<file path="src/sv/indexed_linked_list_engine_core_assert.svh">
// Assertion macros for the linked list engine RTL.
`ifndef INDEXED_LINKED_LIST_ENGINE_CORE_ASSERT_SVH
`define INDEXED_LINKED_LIST_ENGINE_CORE_ASSERT_SVH

`ifndef SYNTHESIS
// Property must hold at every clock edge outside reset.
`define ILLE_ASSERT(label, clk, rst_n, prop, msg) \
	label: assert property (@(posedge clk) disable iff (!rst_n) (prop)) else $error(msg);
// Condition must never be true outside reset.
`define ILLE_NEVER(label, clk, rst_n, cond, msg) \
	label: assert property (@(posedge clk) disable iff (!rst_n) !(cond)) else $error(msg);
`else
`define ILLE_ASSERT(label, clk, rst_n, prop, msg)
`define ILLE_NEVER(label, clk, rst_n, cond, msg)
`endif

`endif

</file>
<file path="src/sv/ille_pkg.sv">
// Types and codes of the indexed linked list engine.
package ille_pkg;

	typedef enum logic [2:0] {
		OP_GET  = 3'd0,
		OP_HEAD = 3'd1,
		OP_TAIL = 3'd2,
		OP_AT   = 3'd3,
		OP_DEL  = 3'd4
	} op_t;

	typedef enum logic [1:0] {
		ST_OK        = 2'd0,
		ST_BAD_INDEX = 2'd1,
		ST_FULL      = 2'd2
	} status_t;

	typedef enum logic [3:0] {
		S_IDLE,
		S_ALLOC,
		S_ALLOC_WAIT,
		S_WALK,
		S_GET_WAIT,
		S_INS_LINK,
		S_DEL_WAIT,
		S_DEL_FREE,
		S_RESP
	} state_t;

	typedef struct packed {
		logic        [2:0]  operation;
		logic        [10:0] position;
		logic signed [31:0] item_value;
	} req_t;

	typedef struct packed {
		logic signed [31:0] read_value;
		logic        [1:0]  status;
	} rsp_t;

endpackage

</file>
<file path="src/sv/ille_out_reg.sv">
// Output register for result items, decoupling the engine from a stalled receiver.
module ille_out_reg (
	input  logic          clk,
	input  logic          arst_n,
	input  logic          load_valid,
	output logic          load_ready,
	input  ille_pkg::rsp_t load_data,
	output logic          rsp_valid,
	input  logic          rsp_stall,
	output ille_pkg::rsp_t rsp
);

	logic valid_q;

	assign load_ready = !valid_q || !rsp_stall;
	assign rsp_valid  = valid_q;

	always_ff @(posedge clk or negedge arst_n) begin
		if (!arst_n) begin
			valid_q <= 1'b0;
		end else if (load_ready) begin
			valid_q <= load_valid;
		end
	end

	// Hold the payload while stalled; take a new item once the slot frees.
	always_ff @(posedge clk) begin
		if (load_ready && load_valid) begin
			rsp <= load_data;
		end
	end

endmodule

</file>
<file path="config.mk">
export PLATFORM = sky130hd
export DESIGN_NAME = ille_out_reg
export DESIGN_NICKNAME = d
export VERILOG_FILES = /design/src/sv/indexed_linked_list_engine_core_assert.svh /design/src/sv/ille_pkg.sv /design/src/sv/ille_out_reg.sv
export SDC_FILE = /design/constraint.sdc
export NUM_CORES = 1
export LEC_CHECK = 0
export BUFFER_PORTS_ARGS = -buffer_cell sky130_fd_sc_hd__clkbuf_2
export CAP_MARGIN = 20
export CORE_MARGIN = 3
export CORE_UTILIZATION = 39
export CTS_CLUSTER_SIZE = 12
export DETAILED_ROUTE_END_ITERATION = 16
export GPL_TIMING_DRIVEN = 0
export MAX_ROUTING_LAYER = met4
export PLACE_DENSITY_LB_ADDON = 0.1
export REMOVE_ABC_BUFFERS = 1
export SLEW_MARGIN = 20
export SYNTH_ARGS = -nofsm -noshare
export SYNTH_HDL_FRONTEND = slang
export SYNTH_SLANG_ARGS = --single-unit
</file>
<file path="constraint.sdc">
create_clock -name clk -period 2.4 [get_ports clk]
set_input_delay 0.48 -clock clk [delete_from_list [all_inputs] [get_ports clk]]
set_output_delay 0.48 -clock clk [all_outputs]
set_load 0.01 [all_outputs]
</file>
==> Word level (Yosys, flattened, before mapping) <==
Index checks and enable logic that the tools add are counted.
{ "word_totals": {"ff_bits": 35, "in_bits": 38, "output_inout_bits": 36} }
{ "op_classes": {"n_reduce_logical": 4} }
{ "op_table": {"columns": ["op", "n"], "rows": [
  ["1-bit logical NOT", 2],
  ["1-bit logical AND", 1],
  ["1-bit logical OR", 1]
]} }

==> Longest topological paths before layout <==
Gate-level depths: netlist (run 1).
{ "depth": {"depth_word": 3, "depth_mapped": 1, "ltp_nobuf": 1} }

==> Least setup slack after synthesis (run 1) <==
No wires, ideal clock.
{ "synth_timing": {"path_kind": "input-to-reg", "start": "in rsp_stall", "end": "reg rsp[0] in the netlist's numbering, enable pin", "setup_time_ns": 0.402, "t_arrival_ns": 1.492, "t_required_ns": 1.998, "slack_ns": 0.506, "path_stages": 1, "path_buffers": 0, "path_cell_list": "a21boi_2"} }
{ "synth_between": {"elab_chain_len": 3} }
{ "synth_rtl": {"columns": ["element", "line_no", "source"], "rows": [
  ["start, declared", "ille_out_reg.sv:9", "input logic rsp_stall,"],
  ["1-bit logical NOT", "ille_out_reg.sv:15", "assign load_ready = !valid_q || !rsp_stall;"],
  ["1-bit logical OR", "ille_out_reg.sv:15", null],
  ["1-bit logical AND", "ille_out_reg.sv:28", "if (load_ready && load_valid) begin"],
  ["end signal, assigned", "ille_out_reg.sv:29", "rsp <= load_data;"],
  ["end, declared", "ille_out_reg.sv:10", "output ille_pkg::rsp_t rsp"]
]} }
Every way passes these cells.
A chain may end at the register's enable or synchronous reset.

==> Worst setup path after layout (run 1) <==
{ "layout_timing": {"start": "reg valid_q, in the netlist rsp_valid", "end": "reg rsp[0] in the netlist's numbering, enable pin"} }
{ "layout_between": {"elab_chain_len": 3} }
{ "layout_rtl": {"columns": ["element", "line_no", "source"], "rows": [
  ["start, declared", "ille_out_reg.sv:13", "logic valid_q;"],
  ["start signal, assigned", "ille_out_reg.sv:22", "valid_q <= load_valid;"],
  ["1-bit logical NOT", "ille_out_reg.sv:15", null],
  ["1-bit logical OR", "ille_out_reg.sv:15", null],
  ["1-bit logical AND", "ille_out_reg.sv:28", null]
]} }
Every way passes these cells.

==> impl_metrics.yaml, run 1 <==
grt:
  grt_overflow: 0
  grt_pass1_wl_um: 3190
  track_usage_pct: 13.9
  grt_antenna_before_repair: 0
  grt_max_degree: 19
  grt_pass1_vias: 643
clock_network:
  root_buffer: "clkbuf_4"
  clk_pin_slew_ns: 0.09
  cts_buffers: 5
  cts_buffer_depth: 2
  htree_num_levels: 2
  clk_latency_ns: 0.32
  cts_tree: "yes"
  clock_sinks: 35
timing:
  hold_viol: 0
  slew_viol_final: 0
  tightest_slew_ns: 0.651
  rsz0062_at_grt: "false"
  setup_viol: 0
  skew_ns: 0.00217
  finalCriticalPeriod_ns: 1.52
  relSlewSlack_pct: 56.5
  clock.fmax_ghz: 0.660
  fin_crit_sh_pct: 63.2
  fin_tns_setup_ns: 0
yosys:
  yosys.area.top_type: "edfxtp_1"
  ys_types: 5
  ys_seq_elements: 35
  synth_cells: 38
  ys_seq_area_share_pct: 97.9
  synth_area_sq_mm: 0.00107
  netlist_top_cells_area: "edfxtp_1 96%, dfrtp_1 2.3%, a21boi_2 1.1%, a21o_1 0.70%, nand2_1 0.35%"
  syn_avg_cell_area_sq_um: 28.1
  synth_warnings: 0
  synth_top_area_share_pct: 95.6
final_layout:
  final_nets: 158
  syn_to_final_growth_pct: 46.5
  fill_cells: 191
  diodes: 0
  drive_above_1_share_pct: 66.1
  fin_util_pct: 61.5
floorplan:
  dieArea_sq_mm: 0.00340
  die_x_um: 58.3
  die_h_um: 58.3
  core.rowCount: 18
  core_sq_mm: 0.00254
  initial_utilization_pct: 42.0
  ios: 74
detailed_routing:
  drt-initial-drc-count: 12
  wl_per_cell_um: 13.5
  wl_um: 2030
  drc_errors: 0
  dr.pass1.iters: 4
  via_per_inst: 4.29
  vias: 648
  final_antenna_net_count: 0
setup_path:
  required_ns: 2.44
  critPathKind: "reg2reg"
  cp_num_buf_inv: 1
  critPathCaptureType: "flip-flop"
  cp_slowest_cell: "a21boi_4"
  cp_top_family: "compound AO/OA/AOI/OAI gates"
  cpPeakStageDelay_ns: 0.56
  worstPathMaxFanout: 18
  arrival_ns: 1.55
  cp-start-kind: "flip-flop"
  crit_chain: "a21boi_4 > buf_16"
placement:
  gp_congestion: 0.605
  numPortBuffers: 73
worst_hold_path:
  hold_path_class: "in2reg"
flow_run:
  max-cap-violations: 0
status:
  status: "finished clean"
pwr:
  power_leakage_nw: 0.697
  p_per_area_mw_per_mm2: 709
  ir_worst_vdd_v: 0.000481
worst paths after layout:
check                              start   endpoint  slack [ns]  cells after the start
setup / recovery               rsp_valid     rsp[0]        0.88                      2
hold / removal             load_data[23]    rsp[23]        0.33                      1
setup reg to reg               rsp_valid     rsp[0]        0.88                      2
hold reg to reg                rsp_valid  rsp_valid        0.60                      1
max in group asynchronous         arst_n  rsp_valid        1.86                      2
min in group asynchronous         arst_n  rsp_valid        0.46                      2
routing by layer:
layer  up-vias  track usage [%]  share of wire, %
li1        318                -                 -
met1       282             14.6                35
met2        45             22.5                53
met3         3             7.68                12
met4         0             3.97              0.49
met5         -                -                 0
final cells by class:
cell class	count	area, sq um	share of cell area [%]
Multi-Input combinational cell	3	30.0	1.92
Tap cell	30	37.5	2.40
Timing Repair Buffer	75	403	25.7
Sequential cell	35	1050	66.8
Clock buffer	8	48.8	3.12
synthesized netlist by cell type, drive strengths merged:
library cell	number
edfxtp	34
a21boi	1
a21o	1
dfrtp	1
nand2	1
logic make-up after synthesis:
group,count (synthesis),share of synthesized area (%)
DFF,35,97.9
AOI/OAI and AO/OA,2,1.76
and+or+nand+nor,1,0.351
sequential cells by signal (all words and copies together) (netlist names):
register / count
rsp: 34
rsp_valid: 1
metrics by stage:
step	total power [mW]	std cells	hold WS [ns]	area [sq um]	setup WS, ns
6_report	1.11	151	0.326	1570	0.884
5_1_grt	1.17	151	0.296	1570	0.793
4_1_cts	1.13	151	0.306	1570	0.848
3_5_place_dp	0.840	142	0.256	1510	0.691
3_3_place_gp	0.828	141	0.256	1470	0.104
2_1_floorplan	0.766	38	0.184	1070	0.506
placed cells by master, fill, tap and decap left out:
cell type and instances:
a21boi_4 1, a21o_1 1, buf_16 1, clkbuf_1 3, clkbuf_2 73, clkbuf_4 5, dfrtp_1 1, dlygate4sd3_1 1
edfxtp_1 34, nand2_1 1
timing repair:
action                                 CTS  global route
resized for setup                        0             0
buffers inserted                         0             0
hold buffers                             1             0
endpoints found under the hold margin    1             0
report_power, final:
part | switching [mW] | internal, mW
combinational | 0.0529 | 0.0512
sequential | 0.00923 | 0.710
clock | 0.169 | 0.117
total | 0.232 | 0.878
worst register-to-register path: stages, from the launching register on:
cell and delay (ns):
dfrtp_1 0.44, a21boi_4 0.56, buf_16 0.24
No activity file was read; power rests on OpenSTA's default activity.
==> inputs of run 2 (changes only) <==
- clock period: 2.4 -> 1.5 ns (I/O delays scaled with it)
==> run 2 against run 1 <==
Compared with the run above:
- setup slack lost 0.66 ns
- design area grew 1.8%
- non-clock buffer count grew 2
- final cell count grew 1.3%
- sequential share of layout area shrank 1.2 points
- combinational power grew 70%
- utilization grew 1.1 points
- first-iteration DRC count is the same
- critical path type is now reg2out
- largest cell class unchanged
- highest routed layer unchanged
==> impl_metrics.yaml, run 2 (synthesis results as in run 1) <==
status:
  status: "finished clean"
clock_network:
  clk_pin_slew_ns: 0.09
  clk_latency_ns: 0.32
  cts_buffer_depth: 2
  htree_num_levels: 2
  root_buffer: "clkbuf_4"
  cts_tree: "yes"
  cts_buffers: 5
  clock_sinks: 35
floorplan:
  die_x_um: 58.3
  core.rowCount: 18
  core_sq_mm: 0.00254
  initial_utilization_pct: 42.0
  die_h_um: 58.3
  ios: 74
  dieArea_sq_mm: 0.00340
timing:
  relSlewSlack_pct: 83.8
  rsz0062_at_grt: "false"
  hold_viol: 0
  setup_viol: 0
  fin_crit_sh_pct: 85.0
  skew_ns: 0.00524
  slew_viol_final: 0
  finalCriticalPeriod_ns: 1.28
  fin_tns_setup_ns: 0
  tightest_slew_ns: 0.242
  clock.fmax_ghz: 0.784
grt:
  grt_antenna_before_repair: 0
  grt_overflow: 0
  grt_pass1_wl_um: 3240
  track_usage_pct: 14.1
  grt_pass1_vias: 656
  grt_max_degree: 18
worst_hold_path:
  hold_path_class: "in2reg"
  whs_path_depth: 1
  holdCritStartpoint: "load_data[3]"
  min_to: "rsp[3]"
final_layout:
  final_nets: 160
  layout_commonest_cell: "clkbuf_2"
  drive_above_1_share_pct: 66.7
  layout_common_cells: "73 x clkbuf_2, 34 x edfxtp_1, 5 x clkbuf_4"
  diodes: 0
  top_register: "rsp"
  syn_to_final_growth_pct: 49.1
  fill_cells: 189
  fin_util_pct: 62.6
  largest_reg_flops: 34
setup_path:
  cp_slowest_cell: "dfrtp_1"
  worstPathMaxFanout: 4
  rrSetupSlack_ns: 0.33
  critPathKind: "reg2out"
  r2r_end: "rsp[11]"
  r2r_cells: 2
  arrival_ns: 0.98
  required_ns: 1.20
  critPathCaptureType: "primary output"
  cp-start-kind: "flip-flop"
  regToRegStartpoint: "rsp_valid"
  crit_chain: "nand2_1 > clkbuf_2"
  cp_num_buf_inv: 1
  startpoint: "rsp_valid"
  cpPeakStageDelay_ns: 0.44
  cp_top_family: "flip-flops"
pwr:
  ir_worst_vdd_v: 0.000779
  power_leakage_nw: 0.711
  p_per_area_mw_per_mm2: 1120
detailed_routing:
  via_per_inst: 4.31
  final_antenna_net_count: 0
  wl_per_cell_um: 13.4
  vias: 660
  drt-initial-drc-count: 12
  drc_errors: 0
  wl_um: 2050
  dr.pass1.iters: 6
placement:
  gp_congestion: 0.605
  numPortBuffers: 73
flow_run:
  max-cap-violations: 0
==> run 2: per-layer routing <==
| layer | vias to the layer above | wire (um) | global-route usage, % | part of all wire [%] |
|---|---|---|---|---|
| met4 | 0 | 46 | 7.95 | 2.2 |
| li1 | 323 | - | - | - |
| met1 | 286 | 713 | 14.6 | 35 |
| met2 | 46 | 1060 | 22.8 | 52 |
| met3 | 5 | 231 | 5.70 | 11 |
| met5 | - | 0 | - | 0 |
==> run 2: where the power goes <==
group / switching, mW / internal (mW)
Clock: 0.275 / 0.187
Combinational: 0.0865 / 0.0909
Sequential: 0.0147 / 1.14
Total: 0.376 / 1.41
==> run 2: worst max path at each step <==
stage | cells past startpoint | end | slack [ns]
6_report | 2 | load_ready | 0.22
5_1_grt | 2 | load_ready | 0.15
4_1_cts | 2 | load_ready | 0.20
3_5_place_dp | 2 | rsp[25] | -0.04
3_3_place_gp | 2 | rsp[11] | -0.62
2_1_floorplan | 1 | rsp[0] | -0.32
==> run 2: what timing repair did <==
item,in CTS,in global routing
hold endpoints to repair,1,0
setup buffers,2,0
hold buffers,1,0
resized for setup,0,0
endpoints found under the setup margin,17,0
==> run 2: cell type report <==
cell class	count	area [sq um]	share of cell area (%)
clock buffers	8	48.8	3.06
multi-input cells	3	30.0	1.89
flip-flops and latches	35	1050	65.7
well taps	30	37.5	2.36
repair buffers	77	430	27.0
==> run 2: per-stage QoR <==
step | setup WS [ns] | cell area, sq um | total power, mW | std cells | hold slack, ns
finish | 0.225 | 1590 | 1.79 | 153 | 0.141
global route | 0.152 | 1590 | 1.88 | 153 | 0.116
CTS | 0.201 | 1590 | 1.81 | 153 | 0.126
detailed placement | -0.0362 | 1510 | 1.34 | 142 | 0.0760
global placement | -0.616 | 1470 | 1.32 | 141 | 0.0758
floorplan | -0.318 | 1070 | 1.23 | 38 | 0.00441
